## src/hw/rtl/mgv_pkg.sv

```systemverilog
// mgv_pkg: shared constants for the staggered velocity grid tracer
// no dependencies; imported by mac_grid_velocity_trace and mgv_interp
`timescale 1ns / 1ps

package mgv_pkg;

    // default grid geometry and fixed-point format
    localparam int DEF_SIZE_X    = 64;
    localparam int DEF_SIZE_Y    = 64;
    localparam int DEF_SIZE_Z    = 64;
    localparam int DEF_FRAC_BITS = 16;

    // field widths
    localparam int VAL_W   = 32;
    localparam int POSIN_W = 24;
    localparam int CELL_W  = 6;
    localparam int STEP_W  = 18;
    // internal position width, holds the unsaturated midpoint
    localparam int POS_W   = 48;

    localparam logic [STEP_W-1:0] STEP_RESET = 18'd1638;

    // stream widths
    localparam int IN_TDATA_W  = 128;
    localparam int OUT_TDATA_W = 96;

    // opcodes
    localparam logic [1:0] OP_WRITE  = 2'd0;
    localparam logic [1:0] OP_SAMPLE = 2'd1;
    localparam logic [1:0] OP_TRACE  = 2'd2;

    // velocity components
    localparam logic [1:0] COMP_X = 2'd0;
    localparam logic [1:0] COMP_Y = 2'd1;
    localparam logic [1:0] COMP_Z = 2'd2;

    // result kinds
    localparam logic KIND_VEL = 1'b0;
    localparam logic KIND_POS = 1'b1;

endpackage

```

## src/hw/rtl/mgv_interp.sv

```systemverilog
// mgv_interp: trilinear interpolation of one staggered velocity component
// fetches eight corners from the velocity RAM, then runs seven lerps on one multiplier
// depends on mgv_pkg
`timescale 1ns / 1ps

module mgv_interp
    import mgv_pkg::*;
#(
    parameter int SIZE_X    = DEF_SIZE_X,
    parameter int SIZE_Y    = DEF_SIZE_Y,
    parameter int SIZE_Z    = DEF_SIZE_Z,
    parameter int FRAC_BITS = DEF_FRAC_BITS,
    parameter int AW        = $clog2(3 * SIZE_X * SIZE_Y * SIZE_Z)
) (
    input  logic                    aclk,
    input  logic                    aresetn,
    input  logic                    start,
    input  logic [1:0]              comp,
    input  logic signed [POS_W-1:0] pos_x,
    input  logic signed [POS_W-1:0] pos_y,
    input  logic signed [POS_W-1:0] pos_z,
    output logic                    rd_en,
    output logic [AW-1:0]           rd_addr,
    input  logic [VAL_W-1:0]        rd_data,
    output logic                    done,
    output logic [VAL_W-1:0]        value
);

    localparam int XW = $clog2(SIZE_X);
    localparam int YW = $clog2(SIZE_Y);
    localparam int ZW = $clog2(SIZE_Z);
    localparam int PW = VAL_W + 2 + FRAC_BITS;
    localparam logic signed [POS_W-1:0] HALF_POS = POS_W'(1) << (FRAC_BITS - 1);
    localparam logic signed [PW-1:0]    HALF_P   = PW'(1) << (FRAC_BITS - 1);

    localparam logic [1:0] I_IDLE  = 2'd0;
    localparam logic [1:0] I_FETCH = 2'd1;
    localparam logic [1:0] I_MUL   = 2'd2;
    localparam logic [1:0] I_ADD   = 2'd3;

    logic [1:0] state_reg, state_next;
    logic [3:0] fc_reg, fc_next;
    logic [2:0] lk_reg, lk_next;
    logic [3:0] cnt_reg, cnt_next;
    logic       done_reg, done_next;
    logic       inr_reg;
    logic [1:0] comp_reg;
    logic signed [POS_W-1:0] cx_reg, cy_reg, cz_reg;
    logic [FRAC_BITS-1:0]    fx_reg, fy_reg, fz_reg;
    logic [VAL_W-1:0]        que_reg [8];
    logic [VAL_W-1:0]        val_reg;
    logic signed [PW-1:0]    prod_reg;

    logic signed [POS_W-1:0] ox, oy, oz;
    logic signed [POS_W-1:0] ci, cj, ck;
    logic                    inr;
    logic [FRAC_BITS-1:0]    fsel;
    logic signed [VAL_W:0]   diff;
    logic signed [PW-1:0]    rnd;
    logic [VAL_W:0]          lsum;

    function automatic logic [VAL_W:0] rd_sext(input logic [VAL_W-1:0] v);
        rd_sext = {v[VAL_W-1], v};
    endfunction

    // staggered offsets: each component is shifted half a cell on the other axes
    always_comb begin
        ox = (comp == COMP_X) ? pos_x : pos_x - HALF_POS;
        oy = (comp == COMP_Y) ? pos_y : pos_y - HALF_POS;
        oz = (comp == COMP_Z) ? pos_z : pos_z - HALF_POS;
    end

    // corner coordinates and grid bounds for the corner being fetched
    always_comb begin
        ci  = cx_reg + POS_W'(fc_reg[0]);
        cj  = cy_reg + POS_W'(fc_reg[1]);
        ck  = cz_reg + POS_W'(fc_reg[2]);
        inr = (ci >= 0) && (ci < $signed(POS_W'(SIZE_X)))
           && (cj >= 0) && (cj < $signed(POS_W'(SIZE_Y)))
           && (ck >= 0) && (ck < $signed(POS_W'(SIZE_Z)));
        rd_en   = (state_reg == I_FETCH) && (fc_reg < 4'd8);
        rd_addr = AW'((((AW'(ck[ZW-1:0]) * AW'(SIZE_Y) + AW'(cj[YW-1:0])) * AW'(SIZE_X)
                  + AW'(ci[XW-1:0])) * AW'(3)) + AW'(comp_reg));
    end

    // lerp datapath: a + round((b - a) * f)
    always_comb begin
        if (lk_reg < 3'd4) begin
            fsel = fx_reg;
        end else if (lk_reg < 3'd6) begin
            fsel = fy_reg;
        end else begin
            fsel = fz_reg;
        end
        diff = $signed({rd_sext(que_reg[1])}) - $signed({rd_sext(que_reg[0])});
        rnd  = (prod_reg + HALF_P) >>> FRAC_BITS;
        lsum = {que_reg[0][VAL_W-1], que_reg[0]} + rnd[VAL_W:0];
    end

    // sequencer
    always_comb begin
        state_next = state_reg;
        fc_next    = fc_reg;
        lk_next    = lk_reg;
        cnt_next   = cnt_reg;
        done_next  = 1'b0;
        case (state_reg)
            I_IDLE: begin
                if (start) begin
                    state_next = I_FETCH;
                    fc_next    = 4'd0;
                end
            end
            I_FETCH: begin
                fc_next = fc_reg + 4'd1;
                if (fc_reg == 4'd8) begin
                    state_next = I_MUL;
                    lk_next    = 3'd0;
                    cnt_next   = 4'd8;
                end
            end
            I_MUL: begin
                state_next = I_ADD;
            end
            I_ADD: begin
                cnt_next = cnt_reg - 4'd1;
                lk_next  = lk_reg + 3'd1;
                if (lk_reg == 3'd6) begin
                    state_next = I_IDLE;
                    done_next  = 1'b1;
                end else begin
                    state_next = I_MUL;
                end
            end
            default: begin
                state_next = I_IDLE;
            end
        endcase
    end

    always_ff @(posedge aclk) begin
        if (!aresetn) begin
            state_reg <= I_IDLE;
            fc_reg    <= '0;
            lk_reg    <= '0;
            cnt_reg   <= '0;
            done_reg  <= 1'b0;
        end else begin
            state_reg <= state_next;
            fc_reg    <= fc_next;
            lk_reg    <= lk_next;
            cnt_reg   <= cnt_next;
            done_reg  <= done_next;
        end
    end

    // payload: split position, corner queue, multiplier and result
    always_ff @(posedge aclk) begin
        if (state_reg == I_IDLE && start) begin
            comp_reg <= comp;
            cx_reg   <= ox >>> FRAC_BITS;
            cy_reg   <= oy >>> FRAC_BITS;
            cz_reg   <= oz >>> FRAC_BITS;
            fx_reg   <= ox[FRAC_BITS-1:0];
            fy_reg   <= oy[FRAC_BITS-1:0];
            fz_reg   <= oz[FRAC_BITS-1:0];
        end
        if (state_reg == I_FETCH) begin
            inr_reg <= inr;
            if (fc_reg != 4'd0) begin
                que_reg[fc_reg[2:0] - 3'd1] <= inr_reg ? rd_data : '0;
            end
        end
        if (state_reg == I_MUL) begin
            prod_reg <= diff * $signed({1'b0, fsel});
        end
        if (state_reg == I_ADD) begin
            // pop the consumed pair, push the lerp result at the tail
            for (int m = 0; m < 6; m++) begin
                que_reg[m] <= (4'(m) == cnt_reg - 4'd2) ? lsum[VAL_W-1:0] : que_reg[m + 2];
            end
            if (cnt_reg == 4'd8) begin
                que_reg[6] <= lsum[VAL_W-1:0];
            end
            val_reg <= lsum[VAL_W-1:0];
        end
    end

    assign done  = done_reg;
    assign value = val_reg;

endmodule
```

## config.mk

```make
export PLATFORM = sky130hd
export DESIGN_NAME = mgv_interp
export DESIGN_NICKNAME = d
export VERILOG_FILES = /design/src/hw/rtl/mgv_pkg.sv /design/src/hw/rtl/mgv_interp.sv
export SDC_FILE = /design/constraint.sdc
export NUM_CORES = 2
export LEC_CHECK = 0
export BUFFER_PORTS_ARGS = -buffer_cell sky130_fd_sc_hd__buf_2
export CAP_MARGIN = 20
export CORE_MARGIN = 2
export CORE_UTILIZATION = 55
export CTS_BUF_LIST = sky130_fd_sc_hd__clkbuf_4
export DETAILED_ROUTE_END_ITERATION = 6
export PLACE_DENSITY_LB_ADDON = 0.08
export SLEW_MARGIN = 20
export SYNTH_ARGS = -nofsm -noshare
export SYNTH_HDL_FRONTEND = slang
export SYNTH_SLANG_ARGS = --single-unit
```

## constraint.sdc

```tcl
create_clock -name aclk -period 15.1 [get_ports aclk]
set_clock_uncertainty 0.15 [all_clocks]
set_input_delay 3.02 -clock aclk [delete_from_list [all_inputs] [get_ports aclk]]
set_output_delay 3.02 -clock aclk [all_outputs]
set_load 0.01 [all_outputs]
```

==> results by group <==
Setup path
  • Kind of end point of the critical path: register
  • Crit path max-delay cell type: sky130_fd_sc_hd__xnor2_1
  • Startpoint-to-endpoint class of the critical path: register to register
  • Beginning of the worst register-to-register path: que_reg[0][1]
  • Data required time at the worst endpoint: 15650 ps
  • Crit-path most repeated cell: sky130_fd_sc_hd__fa_1
  • Worst setup path startpoint: que_reg[0][1]
  • Critical Path AT: 10690 ps
  • Worst Setup Start Kind: register
  • Worst path bufs/invs: 5
  • Max stage delay on crit path: 910 ps
  • Family with the most delay on the worst path: adder cells
  • Maximum fanout along the worst path: 8

Synth
  • #FFs+latches synth: 482
  • Mapped Area: 44600 um2
  • Number of warnings printed during yosys synthesis: 0
  • Gate count after technology mapping: 4565
  • Main synth FF type: sky130_fd_sc_hd__edfxtp_1
  • Post-synthesis simple-gate area fraction: 0.140
  • Synthesized-area fraction occupied by ao, oa, aoi and oai cells: 0.102
  • Xor and xnor area share after synthesis: 0.0562
  • Dominant combinational cell family by area after synthesis: adder cells
  • Cell variety after synth: 84
  • Post-synthesis sequential area ratio: 0.321
  • Number of enable-type register cells in the synthesized netlist: 468
  • Mean instance size in the synthesized netlist: 9.77 um2
  • Share of cell area taken by muxes after synthesis: 0.0246
  • Syn nets: 5465
  • Share of synthesized flip-flops with an asynchronous set or reset: 0
  • Adder and majority cell fraction of the synthesized area: 0.284

Floorplanning
  • Core area: 80400 um2
  • I/O Pins: 235
  • Core Rows: 104
  • Die area: 83400 um2
  • Die H: 289 um
  • Initial Utilization: 0.555
  • Width of the die: 289 um

STA
  • WHS: 348 ps
  • Total Negative Setup Slacks: 0 ps
  • Final period utilization: 0.672
  • Maximum clock rate: 98.6 MHz
  • Count of endpoints failing setup in the final report: 0
  • Final Hold Fails: 0
  • RSZ-0062 raised after global routing: no
  • Tightest slew margin relative to the limit: 0.210
  • Pin slew with the least headroom to its limit: 1180 ps
  • PnR worst setup slack: 4960 ps
  • Pins Over Slew Limit: 0
  • Post-route minimum period: 10140 ps

Outcome
  • Violated checks: design-rule violations
  • Outcome: finished, violations left

Placed design
  • Worst Setup Slack post-DPL: 5010 ps
  • Placement Cell Area: 47200 um2
  • Final Wtd Congestion: 0.952
  • Placed wire-length estimate: 95.9 mm
  • Buffers added on ports: 234

Clock tree
  • Latest clock arrival within the worst-skew pair: 1010 ps
  • Number of clock sinks seen by CTS: 482
  • Maximum buffer depth of the clock tree: 3
  • Number of H-tree levels: 4
  • Clock edge transition at the registers on the reported setup and hold paths: 60 ps
  • Count of cells resized by post-cts repair: 0
  • CTS tree: done
  • Buffer cell driving the clock tree root: sky130_fd_sc_hd__clkbuf_4
  • # hold bufs at CTS: 0
  • CTS Buf Count: 135
  • Number of buffers inserted to repair setup after CTS: 0

Final layout
  • Most frequent cells in the layout: sky130_fd_sc_hd__inv_1, sky130_fd_sc_hd__fa_1, sky130_fd_sc_hd__nor2_1
  • Final cell utilization of the core: 0.609
  • Most frequent standard cell in the layout excluding fill and tap cells: sky130_fd_sc_hd__inv_1
  • Final standard cell area without fillers: 49000 um2
  • Number of flip-flops under the largest register name: 256
  • Layout-stage area growth over the synthesis result: 9.79%
  • Number of nets at the end of the flow: 5738
  • Fraction of layout cells with a size suffix above 1: 0.124

Run
  • Max cap viols: 0

Route
  • Starting DRC count in detailed routing: 2966
  • Average detailed-routed wire length per instance: 21.2 um
  • Total via count in the routed design: 34500
  • Pre-antenna DRT Iters: 7
  • Residual antenna-violating net count after detailed routing: 0
  • Vias per Instance: 5.75
  • Total Routed Length: 127 mm
  • Post-detailed-route DRC marker count: 2

Min path
  • Class of the tightest hold or removal check: register to register
  • Worst Min Path Start: lk_reg[1]

Global route
  • Largest net degree at the start of global routing: 80
  • First-pass GRT wire length: 198 mm
  • Via count of the first global-routing pass: 34500
  • Total overflow reported by the global router: 0
  • Total global routing track utilization: 0.312
  • Initial antenna violation count: 9

Power and ir drop
  • Ratio of total power to cell area: 147 nW/um2
  • Worst-case vdd ir drop: 0.000387 V
  • Leakage component of the power: 22.2 nW
==> worst paths after layout <==
check	slack [ps]	endpoint	cells past startpoint
setup / recovery	4960	prod_reg[47]	31
hold / removal	350	done	2
setup reg to reg	4960	prod_reg[47]	31
hold reg to reg	350	done	2
==> kinds of logic after synthesis <==
kind of cell | after synthesis
simple gates | 1363
buf+inv | 849
compound gates | 757
fa+ha+maj | 720
flops | 482
xor+xnor | 286
mux | 108
==> tightest hold or removal path, cell delays in order, from the launching register on <==
cell and delay (ps):
sky130_fd_sc_hd__dfxtp_1 330, sky130_fd_sc_hd__nand4b_1 110, sky130_fd_sc_hd__nor2_1 40
==> per-stage QoR <==
| stage | power, W | std cells |
|---|---|---|
| 2_1_floorplan | 0.00445 | 4565 |
| 3_3_place_gp | 0.00584 | 5760 |
| 3_5_place_dp | 0.00585 | 5761 |
| 4_1_cts | 0.00716 | 5994 |
| 5_1_grt | 0.00775 | 5999 |
| 6_report | 0.00718 | 6000 |
==> power breakdown <==
group          internal [W]  switching (W)
sequential          0.00170      0.0000178
combinational       0.00154        0.00269
clock              0.000652       0.000581
==> layout make-up <==
type	count	area (um2)
timing repair buffer	304	1710
sequential	482	14300
fill	6944	31500
antenna	6	15.0
clock buffer	196	1470
inverter	681	2560
clock inverter	37	277
tap	1060	1330
multi-input combinational	3234	27300
==> layer usage <==
metal / GRT usage / up-vias / part of all wire
li1: - / 15800 / -
met1: 0.424 / 16800 / 0.41
met2: 0.499 / 1517 / 0.46
met3: 0.0581 / 297 / 0.085
met4: 0.119 / 6 / 0.036
met5: 0 / - / 0.00038
==> cell usage after synthesis (12+ instances only) <==
cell type	n	area, um2
sky130_fd_sc_hd__nor2_1	483	1810
sky130_fd_sc_hd__xnor2_1	157	1380
sky130_fd_sc_hd__or2_2	12	75.1
sky130_fd_sc_hd__nand4_1	23	144
sky130_fd_sc_hd__and3_1	37	231
sky130_fd_sc_hd__mux2i_1	96	961
sky130_fd_sc_hd__and2_1	15	93.8
sky130_fd_sc_hd__nor3b_1	12	90.1
sky130_fd_sc_hd__buf_1	17	63.8
sky130_fd_sc_hd__a31oi_1	68	425
sky130_fd_sc_hd__nand2_1	437	1640
sky130_fd_sc_hd__a311oi_1	14	123
sky130_fd_sc_hd__nand2b_1	35	219
sky130_fd_sc_hd__nand3_1	78	390
sky130_fd_sc_hd__clkbuf_1	147	552
sky130_fd_sc_hd__fa_1	488	9770
sky130_fd_sc_hd__nor4_1	30	188
sky130_fd_sc_hd__or3_1	26	163
sky130_fd_sc_hd__o21bai_1	18	135
sky130_fd_sc_hd__a21oi_1	206	1030
sky130_fd_sc_hd__dfxtp_1	14	280
sky130_fd_sc_hd__nand3b_1	16	120
sky130_fd_sc_hd__xor2_1	129	1130
sky130_fd_sc_hd__ha_1	231	2890
sky130_fd_sc_hd__a21o_1	68	510
sky130_fd_sc_hd__nor3_1	83	415
sky130_fd_sc_hd__o21ai_0	265	1330
sky130_fd_sc_hd__nor2b_1	21	131
sky130_fd_sc_hd__inv_1	681	2560
sky130_fd_sc_hd__edfxtp_1	468	14100
sky130_fd_sc_hd__o22ai_1	14	87.6
sky130_fd_sc_hd__mux2_2	12	135
No activity file was read; power rests on OpenSTA's default activity.
